`src/rtl/rtd_pkg.sv`:
```
// Shared types and codes for the ring termination detector.
package rtd_pkg;

    localparam int GEN_WIDTH  = 16;
    localparam int NODE_W     = 3;
    localparam int TASK_W     = 8;
    localparam int CFG_IDX_W  = 2;
    localparam int CFG_DATA_W = 8;

    localparam logic [1:0] OP_TASK = 2'd0;
    localparam logic [1:0] OP_MSG  = 2'd1;
    localparam logic [1:0] OP_IDLE = 2'd2;

    localparam logic [2:0] TO_FIRST_SKIP = 3'd2;
    localparam logic [2:0] TO_HIT        = 3'd3;
    localparam logic [2:0] TO_FIRST_HIT  = 3'd4;

    localparam logic [2:0] MK_SHOOT  = 3'd0;
    localparam logic [2:0] MK_WAIT1  = 3'd1;
    localparam logic [2:0] MK_DCHECK = 3'd2;
    localparam logic [2:0] MK_WAIT2  = 3'd3;
    localparam logic [2:0] MK_TERM   = 3'd4;
    localparam logic [2:0] MK_RESET  = 3'd5;

    localparam logic [2:0] PH_NORMAL = 3'd0;
    localparam logic [2:0] PH_SHOOT  = 3'd1;
    localparam logic [2:0] PH_WAIT1  = 3'd2;
    localparam logic [2:0] PH_DCHECK = 3'd3;
    localparam logic [2:0] PH_WAIT2  = 3'd4;
    localparam logic [2:0] PH_POLL   = 3'd5;

    localparam logic [1:0] FD_KEEP    = 2'd0;
    localparam logic [1:0] FD_ENABLE  = 2'd1;
    localparam logic [1:0] FD_DISABLE = 2'd2;

    localparam logic [1:0] EFD_KEEP  = 2'd0;
    localparam logic [1:0] EFD_START = 2'd1;
    localparam logic [1:0] EFD_STOP  = 2'd2;

    localparam logic [CFG_IDX_W-1:0] CFG_NODE_ID    = 2'd0;
    localparam logic [CFG_IDX_W-1:0] CFG_TASK_COUNT = 2'd1;

    typedef struct packed {
        logic [1:0]        opcode;
        logic [2:0]        task_outcome;
        logic [2:0]        msg_kind;
        logic [NODE_W-1:0] msg_origin;
        logic              fd_map_empty;
        logic              poll_ready;
    } item_t;

    typedef struct packed {
        logic [2:0]           phase;
        logic [GEN_WIDTH-1:0] gen_count;
        logic [TASK_W-1:0]    idle_points;
        logic                 halted;
    } node_state_t;

    typedef struct packed {
        logic                 send_valid;
        logic [2:0]           send_kind;
        logic [NODE_W-1:0]    send_origin;
        logic [1:0]           fd_tracking;
        logic [1:0]           eventfd_mode;
        logic                 sleep_request;
        logic                 finished;
        logic [GEN_WIDTH-1:0] generation;
        logic [2:0]           node_state;
    } result_t;

endpackage

```
`src/rtl/rtd_step.sv`:
```
// Next-state and result logic for one item of the termination detector node.
module rtd_step import rtd_pkg::*; (
    input  item_t             item,
    input  logic [NODE_W-1:0] node_id,
    input  logic [TASK_W-1:0] task_count,
    input  node_state_t       cur,
    output node_state_t       nxt,
    output result_t           res
);

    logic own;
    logic newgen;
    logic inc;
    logic bnorm;
    logic full;

    assign own  = (item.msg_origin == node_id);
    assign full = (cur.idle_points == task_count);

    always_comb begin
        nxt    = cur;
        res    = '0;
        newgen = 1'b0;
        inc    = 1'b0;
        bnorm  = 1'b0;
        if (cur.halted) begin
            res.finished = 1'b1;
        end else begin
            case (item.opcode)
                OP_TASK: begin
                    if (cur.phase == PH_NORMAL) begin
                        if (item.task_outcome == TO_FIRST_SKIP) begin
                            inc = 1'b1;
                        end else if (item.task_outcome == TO_FIRST_HIT &&
                                     cur.idle_points != '0) begin
                            nxt.idle_points = cur.idle_points - 1'b1;
                        end
                    end else if (cur.phase inside {PH_SHOOT, PH_DCHECK}) begin
                        if (item.task_outcome == TO_FIRST_SKIP) begin
                            inc = 1'b1;
                        end else if (item.task_outcome inside {TO_HIT, TO_FIRST_HIT}) begin
                            bnorm = 1'b1;
                        end
                    end
                end
                OP_MSG: begin
                    case (item.msg_kind)
                        MK_SHOOT: begin
                            if (!own && cur.phase == PH_NORMAL) begin
                                nxt.phase       = PH_SHOOT;
                                newgen          = 1'b1;
                                res.send_valid  = 1'b1;
                                res.send_kind   = item.msg_kind;
                                res.send_origin = item.msg_origin;
                            end
                        end
                        MK_WAIT1: begin
                            if (cur.phase == PH_WAIT1) begin
                                res.send_valid = 1'b1;
                                if (!own) begin
                                    res.send_kind   = item.msg_kind;
                                    res.send_origin = item.msg_origin;
                                end else begin
                                    nxt.phase       = PH_DCHECK;
                                    res.fd_tracking = FD_ENABLE;
                                    newgen          = 1'b1;
                                    res.send_kind   = MK_DCHECK;
                                    res.send_origin = node_id;
                                end
                            end
                        end
                        MK_DCHECK: begin
                            if (!own && cur.phase == PH_WAIT1) begin
                                nxt.phase       = PH_DCHECK;
                                res.fd_tracking = FD_ENABLE;
                                newgen          = 1'b1;
                                res.send_valid  = 1'b1;
                                res.send_kind   = item.msg_kind;
                                res.send_origin = item.msg_origin;
                            end
                        end
                        MK_WAIT2: begin
                            if (cur.phase == PH_WAIT2) begin
                                res.send_valid = 1'b1;
                                if (!own) begin
                                    res.send_kind   = item.msg_kind;
                                    res.send_origin = item.msg_origin;
                                end else begin
                                    res.send_kind   = MK_TERM;
                                    res.send_origin = node_id;
                                    nxt.halted      = 1'b1;
                                    res.finished    = 1'b1;
                                end
                            end
                        end
                        MK_TERM: begin
                            if (cur.phase == PH_WAIT2) begin
                                res.send_valid  = 1'b1;
                                res.send_kind   = item.msg_kind;
                                res.send_origin = item.msg_origin;
                                nxt.halted      = 1'b1;
                                res.finished    = 1'b1;
                            end
                        end
                        MK_RESET: begin
                            if (!own) begin
                                nxt.phase       = PH_NORMAL;
                                res.fd_tracking = FD_DISABLE;
                                newgen          = 1'b1;
                                res.send_valid  = 1'b1;
                                res.send_kind   = item.msg_kind;
                                res.send_origin = item.msg_origin;
                            end
                        end
                        default: begin
                        end
                    endcase
                end
                OP_IDLE: begin
                    if (!full) begin
                        res.sleep_request = 1'b1;
                    end else begin
                        case (cur.phase)
                            PH_NORMAL: begin
                                nxt.phase       = PH_SHOOT;
                                newgen          = 1'b1;
                                res.send_valid  = 1'b1;
                                res.send_kind   = MK_SHOOT;
                                res.send_origin = node_id;
                            end
                            PH_SHOOT: begin
                                nxt.phase       = PH_WAIT1;
                                res.send_valid  = 1'b1;
                                res.send_kind   = MK_WAIT1;
                                res.send_origin = node_id;
                            end
                            PH_WAIT1, PH_WAIT2: begin
                                res.sleep_request = 1'b1;
                            end
                            PH_DCHECK: begin
                                if (item.fd_map_empty) begin
                                    nxt.phase       = PH_WAIT2;
                                    res.send_valid  = 1'b1;
                                    res.send_kind   = MK_WAIT2;
                                    res.send_origin = node_id;
                                end else begin
                                    nxt.phase        = PH_POLL;
                                    res.eventfd_mode = EFD_START;
                                end
                            end
                            default: begin
                                if (item.poll_ready) begin
                                    res.eventfd_mode = EFD_STOP;
                                    bnorm            = 1'b1;
                                end
                            end
                        endcase
                    end
                end
                default: begin
                end
            endcase
        end

        if (bnorm) begin
            nxt.phase       = PH_NORMAL;
            res.fd_tracking = FD_DISABLE;
            newgen          = 1'b1;
            res.send_valid  = 1'b1;
            res.send_kind   = MK_RESET;
            res.send_origin = node_id;
        end
        if (inc && cur.idle_points < task_count) begin
            nxt.idle_points = cur.idle_points + 1'b1;
        end
        if (newgen) begin
            nxt.gen_count   = cur.gen_count + 1'b1;
            nxt.idle_points = '0;
        end
        res.generation = nxt.gen_count;
        res.node_state = nxt.phase;
    end

endmodule

```
`src/rtl/ring_termination_detector_core.sv`:
```
// Top level of one ring termination detector node: item registers, node state, config.
//
// One item per cycle while the output is not stalled: an accepted item sits in
// the input register, then the step logic updates the node state and loads the
// result register once that register is free or being read. The node state
// (phase, generation, idle count, halted flag) is the only loop, closed through
// that single step. The input register is refilled in the same cycle its item
// moves on, so one new item can still be taken while a finished result waits
// for m_ready. Configuration writes are always taken (cfg_ready is tied high);
// indexes past the task count register are ignored.
module ring_termination_detector_core import rtd_pkg::*; (
    input  logic                  aclk,
    input  logic                  aresetn,

    input  logic                  cfg_valid,
    output logic                  cfg_ready,
    input  logic [CFG_IDX_W-1:0]  cfg_index,
    input  logic [CFG_DATA_W-1:0] cfg_data,

    input  logic                  s_valid,
    output logic                  s_ready,
    input  logic [1:0]            s_opcode,
    input  logic [2:0]            s_task_outcome,
    input  logic [2:0]            s_msg_kind,
    input  logic [NODE_W-1:0]     s_msg_origin,
    input  logic                  s_fd_map_empty,
    input  logic                  s_poll_ready,

    output logic                  m_valid,
    input  logic                  m_ready,
    output logic                  m_send_valid,
    output logic [2:0]            m_send_kind,
    output logic [NODE_W-1:0]     m_send_origin,
    output logic [1:0]            m_fd_tracking,
    output logic [1:0]            m_eventfd_mode,
    output logic                  m_sleep_request,
    output logic                  m_finished,
    output logic [GEN_WIDTH-1:0]  m_generation,
    output logic [2:0]            m_node_state
);

    logic [NODE_W-1:0] node_id_reg;
    logic [TASK_W-1:0] task_count_reg;
    logic              in_vld_reg;
    item_t             in_item_reg;
    item_t             in_item_next;
    logic              out_vld_reg;
    result_t           out_res_reg;
    result_t           out_res_next;
    node_state_t       state_reg;
    node_state_t       state_next;
    logic              advance;

    assign cfg_ready = 1'b1;
    assign advance   = in_vld_reg && (!out_vld_reg || m_ready);
    assign s_ready   = !in_vld_reg || advance;

    assign in_item_next = '{opcode:       s_opcode,
                            task_outcome: s_task_outcome,
                            msg_kind:     s_msg_kind,
                            msg_origin:   s_msg_origin,
                            fd_map_empty: s_fd_map_empty,
                            poll_ready:   s_poll_ready};

    rtd_step u_step (
        .item       (in_item_reg),
        .node_id    (node_id_reg),
        .task_count (task_count_reg),
        .cur        (state_reg),
        .nxt        (state_next),
        .res        (out_res_next)
    );

    always_ff @(posedge aclk) begin
        if (!aresetn) begin
            node_id_reg    <= '0;
            task_count_reg <= '0;
        end else if (cfg_valid && cfg_ready) begin
            if (cfg_index == CFG_NODE_ID) begin
                node_id_reg <= cfg_data[NODE_W-1:0];
            end else if (cfg_index == CFG_TASK_COUNT) begin
                task_count_reg <= cfg_data[TASK_W-1:0];
            end
        end
    end

    always_ff @(posedge aclk) begin
        if (!aresetn) begin
            in_vld_reg  <= 1'b0;
            out_vld_reg <= 1'b0;
            state_reg   <= '{phase: PH_NORMAL, gen_count: '0, idle_points: '0, halted: 1'b0};
        end else begin
            if (s_valid && s_ready) begin
                in_vld_reg <= 1'b1;
            end else if (advance) begin
                in_vld_reg <= 1'b0;
            end
            if (advance) begin
                out_vld_reg <= 1'b1;
                state_reg   <= state_next;
            end else if (m_ready) begin
                out_vld_reg <= 1'b0;
            end
        end
    end

    always_ff @(posedge aclk) begin
        if (s_valid && s_ready) begin
            in_item_reg <= in_item_next;
        end
        if (advance) begin
            out_res_reg <= out_res_next;
        end
    end

    assign m_valid         = out_vld_reg;
    assign m_send_valid    = out_res_reg.send_valid;
    assign m_send_kind     = out_res_reg.send_kind;
    assign m_send_origin   = out_res_reg.send_origin;
    assign m_fd_tracking   = out_res_reg.fd_tracking;
    assign m_eventfd_mode  = out_res_reg.eventfd_mode;
    assign m_sleep_request = out_res_reg.sleep_request;
    assign m_finished      = out_res_reg.finished;
    assign m_generation    = out_res_reg.generation;
    assign m_node_state    = out_res_reg.node_state;

`ifndef NO_ASSERTIONS
    a_halt_sticky: assert property (@(posedge aclk) disable iff (!aresetn)
        state_reg.halted |=> state_reg.halted)
        else $error("halted flag cleared");

    a_fin_halted: assert property (@(posedge aclk) disable iff (!aresetn)
        m_valid && m_finished |-> state_reg.halted)
        else $error("finished reported while node not halted");

    a_quiet_send: assert property (@(posedge aclk) disable iff (!aresetn)
        m_valid && !m_send_valid |-> m_send_kind == '0 && m_send_origin == '0)
        else $error("message fields set without a send");

    a_sleep_nosend: assert property (@(posedge aclk) disable iff (!aresetn)
        m_valid && m_sleep_request |-> !m_send_valid && m_fd_tracking == FD_KEEP)
        else $error("sleep request together with an action");

    a_advance_room: assert property (@(posedge aclk) disable iff (!aresetn)
        advance |=> out_vld_reg && state_reg == $past(state_next))
        else $error("step result not captured");
`endif

endmodule
```
`config.mk`:
```
export PLATFORM = sky130hd
export DESIGN_NAME = ring_termination_detector_core
export DESIGN_NICKNAME = d
export VERILOG_FILES = /design/src/rtl/rtd_pkg.sv /design/src/rtl/rtd_step.sv /design/src/rtl/ring_termination_detector_core.sv
export SDC_FILE = /design/constraint.sdc
export NUM_CORES = 1
export LEC_CHECK = 0
export CAP_MARGIN = 20
export CORE_ASPECT_RATIO = 1.75
export CORE_MARGIN = 2
export CORE_UTILIZATION = 58
export DETAILED_ROUTE_END_ITERATION = 7
export DONT_BUFFER_PORTS = 1
export PLACE_DENSITY = 0.77
export SETUP_SLACK_MARGIN = 0.02
export SLEW_MARGIN = 20
export SYNTH_ARGS = -nofsm -noshare
export SYNTH_HDL_FRONTEND = slang
export SYNTH_SLANG_ARGS = --single-unit
export TNS_END_PERCENT = 10
```
`constraint.sdc`:
```
create_clock -name aclk -period 2.5 [get_ports aclk]
set_input_delay 0.5 -clock aclk [delete_from_list [all_inputs] [get_ports aclk]]
set_output_delay 0.5 -clock aclk [all_outputs]
set_load 0.05 [all_outputs]
```
---- Word level (Yosys, flattened, before mapping) ----
Index checks and enable logic that the tools add are counted.
word-level totals
  bits in registers ....................... 86
  input bits .............................. 28
  output and inout port bits .............. 35
  logic and storage cells ................. 162
operators by class
  add/subtract/negate cells ............... 3
  $lt $le $gt $ge ......................... 1
  eq/ne operators ......................... 19
  multiplexer cells ....................... 77
  bitwise logic cells ..................... 4
  reductions and logical operators ........ 33
operator list
  operator                                                            count
  7-bit case mux with 6 select lines                                  1
  8-bit 2-to-1 mux                                                    5
  9-bit 2-to-1 mux                                                    4
  7-bit 2-to-1 mux                                                    5
  1-bit 2-to-1 mux                                                    34
  3-bit 2-to-1 mux                                                    9
  24-bit 2-to-1 mux                                                   1
  7-bit case mux with 3 select lines                                  1
  3-bit by 2-bit == test with 1-bit output, second input constant     6
  16-bit by 1-bit adder with 16-bit output, second input constant     1
  7-bit case mux with 2 select lines                                  1
  3-bit == test, second input constant                                4
  12-bit 2-to-1 mux                                                   1
  6-bit 2-to-1 mux                                                    2
  3-bit case mux with 4 select lines                                  1
  3-bit case mux with 3 select lines                                  1
  3-bit nonzero test                                                  3
  8-bit by 1-bit adder with 8-bit output, second input constant       1
  8-bit == test                                                       1
  8-bit < comparator                                                  1
  2-bit nonzero test                                                  4
  8-bit nonzero test                                                  1
  8-bit by 1-bit subtractor with 8-bit output, second input constant  1
  3-bit by 1-bit == test with 1-bit output, second input constant     2
  other kinds (25)                                                    46

---- Logic depth before layout (Yosys ltp) ----
  word-level depth ........................ 11
  depth in mapped cells ................... 11
  gate-level depth less buffers ........... 9

---- Cells and area by module ----
A second synthesis with hierarchy kept.
unflattened totals
  cells, all modules ...................... 500
  area, all modules ....................... 4820.9 µm²
modules (own cells, without submodules)
  module                          instances  cells each  area an instance (µm²)
  ring_termination_detector_core  1          224         2966.6
  rtd_step                        1          276         1854.3

---- Worst setup path before layout ----
No wires, ideal clock.
  kind .................................... register to register
  start point ............................. register out_vld_reg (netlist: m_valid)
  end point ............................... register state_reg[2] (netlist name)
  setup time .............................. 0.117 ns
  arrival ................................. 2.437 ns
  data required time ...................... 2.383 ns
  path slack .............................. -0.054 ns
  cell stages (with the launch flop) ...... 8
  clock period less this slack ............ 2.554 ns
  cell sequence ........................... dfxtp_1 nor2b_1 nand2b_1 inv_1 nand2b_1 a31oi_1 nor2_2 a22o_1
on the way
  cells in the longest elaborated chain, start to end .. 4
ends and longest elaborated chain
  what                           line                                   source
  start, declared                ring_termination_detector_core.sv:47   logic out_vld_reg;
  start signal, assigned         ring_termination_detector_core.sv:90   out_vld_reg <= 1'b0;
  start signal, assigned         ring_termination_detector_core.sv:99   out_vld_reg <= 1'b1;
  start signal, assigned         ring_termination_detector_core.sv:102  out_vld_reg <= 1'b0;
  1-bit zero test                ring_termination_detector_core.sv:55   assign advance = in_vld_reg && (!out_vld_reg || m_ready);
  1-bit logical OR               ring_termination_detector_core.sv:55
  1-bit logical AND              ring_termination_detector_core.sv:55
  named net advance              ring_termination_detector_core.sv:52   logic advance;
  6-bit AND reduction (no line)  n/a
  end signal, assigned           ring_termination_detector_core.sv:91   state_reg <= '{phase: PH_NORMAL, gen_count: '0, idle_points: '0, halted: 1'b0};
  end signal, assigned           ring_termination_detector_core.sv:100  state_reg <= state_next;
  end, declared                  ring_termination_detector_core.sv:50   node_state_t state_reg;
The timed path passes the listed nets, and every way through them passes these cells.
A chain may end at the register's enable or synchronous reset.

---- Worst setup path in the final report ----
  start point ............................. register in_item_reg[12] (netlist name)
  end point ............................... register state_reg[21] (netlist name)
on the way
  cells in the longest elaborated chain, start to end .. 5
  elaborated cells between the ends (all ways) .. 9
ends and longest elaborated chain
  what                                   line                                   source
  start, declared                        ring_termination_detector_core.sv:45   item_t in_item_reg;
  start signal, assigned                 ring_termination_detector_core.sv:109  in_item_reg <= in_item_next;
  2-bit == test (tied with other cells)  rtd_step.sv:29                         case (item.opcode)
  1-bit case mux with 2 select lines     rtd_step.sv:29
  1-bit 2-to-1 mux                       rtd_step.sv:26                         if (cur.halted) begin
  1-bit 2-to-1 mux *                     rtd_step.sv:165                        if (bnorm) begin
  24-bit 2-to-1 mux *                    rtd_step.sv:176                        if (newgen) begin
Every way passes the cells marked *; elsewhere a longest branch is shown, timed or not.

==> results.py <==
metrics = {
    "run_status": {
        "run_status": "completed",
    },
    "setup_path": {
        "cp.buffers_inverters": 1,
        "timing.critical_path.required_ns": 2.77,
        "critical_path.cell_chain": "inv_2 > ha_4 > and3b_1 > nand3_1 > o32a_1 > a211o_1 > and2_4 > or4_1 > a21oi_1",
        "endpoint_kind": "flop",
        "delay_contributed_by_the_slowest_stage_of_the_critical_path_ns": 0.50,
        "cp_top_family": "simple AND/OR/NAND/NOR gates",
        "timing.setup.critical_path_class": "flop to flop",
        "critical_path.startpoint_type": "flop",
        "cpMaxStageDelayCell": "sky130_fd_sc_hd__or4_1",
        "crit_path_max_fanout": 9,
        "cp_data_arrival_time_ns": 2.74,
    },
    "finish": {
        "layout-drive-gt1-share_pct": 21.1,
        "flip_flop_count_of_the_largest_register_after_layout": 28,
        "antenna-diode-count": 0,
        "regArea_um2": 2170,
        "multi_input_combinational_cell_area_um2": 2470,
        "utilization_pct": 70.0,
        "layout.nets": 565,
        "final_layout_fill_cell_count": 598,
        "area_growth_pct": 17.9,
    },
    "sta": {
        "setup_viol": 0,
        "finalWorstSetupSlack_ns": 0.0300,
        "max_slew.worst_pin.slew_ns": 0.665,
        "final_hold_violation_count": 0,
        "whs_ns": 0.251,
        "finalMaxSlewViolations": 0,
        "finalCritPeriodShare_pct": 98.8,
        "max-slew-margin-rel_pct": 55.7,
        "grt_setup_unrepaired": "true",
        "setup_skew_after_layout_ns": 0.00475,
        "upper_clock_frequency_limit_mhz": 405,
        "final_critical_path_time_including_i_o_delays_and_setup_ns": 2.47,
    },
    "logic_synthesis": {
        "synth_top_cell_area_share_pct": 28.8,
        "synth.avg_cell_area_um2": 9.82,
        "mappedNetlistArea_um2": 4700,
        "synth.area.top_cells": "sky130_fd_sc_hd__edfxtp_1 (29%), sky130_fd_sc_hd__dfxtp_1 (17%), sky130_fd_sc_hd__nor2_1 (4.1%), sky130_fd_sc_hd__ha_1 (4.0%), sky130_fd_sc_hd__xor2_1 (3.7%)",
        "syn_inst": 478,
        "seq_area_frac_synth_pct": 46.3,
        "count_of_flip_flops_with_a_built_in_enable_after_synthesis": 45,
        "asyncSetResetFlopFracSynth_pct": 0,
        "postSynth.topFlopCell": "sky130_fd_sc_hd__edfxtp_1",
        "netlist.top_cell.by_area": "sky130_fd_sc_hd__edfxtp_1",
        "mappedNetlistNets": 521,
        "synth_cell_type_count": 66,
        "warnings_from_yosys": 0,
        "ys_seq_elements": 86,
    },
    "clock_tree": {
        "cts_tree": "built",
        "cts.path.max_buffers": 2,
        "root_buffer": "sky130_fd_sc_hd__clkbuf_16",
        "cts_inserted_buffers": 9,
        "number_of_hold_repair_buffers_added_at_the_cts_stage": 0,
        "clk_pin_slew_ns": 0.06,
        "cts.htree.levels": 3,
        "cts.sink_count": 86,
        "clock_insertion_delay_worst_skew_ns": 0.34,
    },
    "global_routing": {
        "grt_antenna_before_repair": 0,
        "globalRoute.totalOverflow": 0,
        "grt_pass1_wl_um": 18100,
        "vias_in_the_first_global_route": 3800,
        "grt_start_max_net_pins": 37,
        "groute.usage.overall_pct": 26.7,
    },
    "route": {
        "antenna_violating_nets_post_route": 0,
        "route.met3.wl_um": 466,
        "drt_iter0_drc": 381,
        "drt_pre_antenna_iters": 5,
        "top_signal_layer_used": "met4",
        "number_of_remaining_drc_errors": 0,
        "route.detailed.vias_per_inst": 6.16,
        "met2WireLength_um": 5920,
        "detail_route.wl_per_cell_um": 18.0,
        "route.vias.total": 3800,
        "postRouteWirelength_um": 11100,
        "wire_length_on_met1_um": 4320,
    },
    "floorplan": {
        "chipWidth_um": 72.0,
        "initial_utilization_pct": 59.4,
        "die_area_um2": 8860,
        "die_y_um": 123,
        "floorplan.io_pins": 63,
        "coreArea_um2": 7910,
        "placement_rows": 43,
    },
    "placed_design": {
        "gpl.final_weighted_congestion": 0.914,
        "pre_cts_ws_ns": -0.204,
        "hpwl_um": 8130,
        "io_buffer_count": 0,
    },
    "power_and_ir_drop": {
        "irDropWorstVdd_uv": 438,
        "leakage_nw": 2.13,
        "power.density_cell_area_nw_per_um2": 565,
    },
    "flow_run": {
        "maxCapViolations": 0,
    },
    "worst_hold_path": {
        "min-delay-path-class": "input port to flop",
    },
}
cells by family after synthesis:
family,count (synthesis),synth area share [%]
and+or+nand+nor,185,21.0
adders and majority gates,15,4.00
other,1,0.0799
xor gates and xnor gates,36,6.71
buffers and inverters,45,3.86
AOI/OAI and AO/OA,93,14.5
muxes,17,3.65
DFF,86,46.3
final timing paths:
path | startpoint | end | slack [ns] | depth (start not counted)
hold / removal | s_msg_origin[2] | in_item_reg[4]$_DFFE_PP_ | 0.25 | 0
hold reg to reg | state_reg[24]$_SDFFE_PN0P_ | state_reg[24]$_SDFFE_PN0P_ | 0.50 | 2
setup reg to reg | in_item_reg[12]$_DFFE_PP_ | state_reg[21]$_SDFFE_PN0P_ | 0.03 | 9
setup / recovery | in_item_reg[12]$_DFFE_PP_ | state_reg[21]$_SDFFE_PN0P_ | 0.03 | 9
power breakdown:
group | total [mW] | switching (mW) | internal, mW
clock | 1.19 | 0.521 | 0.671
sequential | 1.63 | 0.0999 | 1.53
combinational | 0.303 | 0.182 | 0.120
cells in the final DEF, fill, tap and decap left out, types with 9 or more instances in the layout:
| master | instances |
|---|---|
| sky130_fd_sc_hd__buf_4 | 57 |
| sky130_fd_sc_hd__nor2_1 | 47 |
| sky130_fd_sc_hd__edfxtp_1 | 45 |
| sky130_fd_sc_hd__dfxtp_1 | 41 |
| sky130_fd_sc_hd__nand2_1 | 40 |
| sky130_fd_sc_hd__xor2_1 | 20 |
| sky130_fd_sc_hd__a21oi_1 | 20 |
| sky130_fd_sc_hd__mux2i_1 | 16 |
| sky130_fd_sc_hd__xnor2_1 | 16 |
| sky130_fd_sc_hd__inv_1 | 15 |
| sky130_fd_sc_hd__a22o_1 | 14 |
| sky130_fd_sc_hd__nand2b_1 | 13 |
| sky130_fd_sc_hd__ha_1 | 13 |
| sky130_fd_sc_hd__nand3_1 | 12 |
| sky130_fd_sc_hd__clkbuf_16 | 9 |
layout make-up:
type | instances | share of cell area, %
clock buffer | 12 | 4.27
clock inverter | 4 | 0.429
tap | 90 | 2.03
timing repair buffer | 59 | 8.14
sequential | 86 | 39.2
inverter | 19 | 1.36
multi-input combinational | 347 | 44.5
per-stage QoR:
step	power, mW	TNS (ns)	instance area, um^2	std cells
2_1_floorplan	1.84	0	4700	478
3_3_place_gp	1.93	-0.164	5130	599
3_5_place_dp	1.94	-1.67	5130	599
4_1_cts	3.13	0	5430	616
5_1_grt	3.23	-0.338	5540	617
6_report	3.13	0	5540	617
synthesized netlist by cell type, drive strengths merged, types with 12 or more instances:
cell,instances
nand2b,13
xor2,20
xnor2,16
clkbuf,17
dfxtp,41
mux2i,16
inv,19
ha,15
a21oi,22
nand3,12
nand2,41
a22o,14
edfxtp,45
nor2,52
layer usage:
metal,vias up,track usage (%)
met5,-,0
met4,0,13.4
met3,30,6.03
met2,129,46.5
met1,1819,30.1
li1,1822,-
timing repair:
action | CTS | global route
pin swaps | 4 | 5
endpoints found under the setup margin | 30 | 34
gates resized for setup | 11 | 21
setup buffers | 1 | 1
gates cloned | 0 | 0
Note: power is estimated with default switching activity, not from simulation.
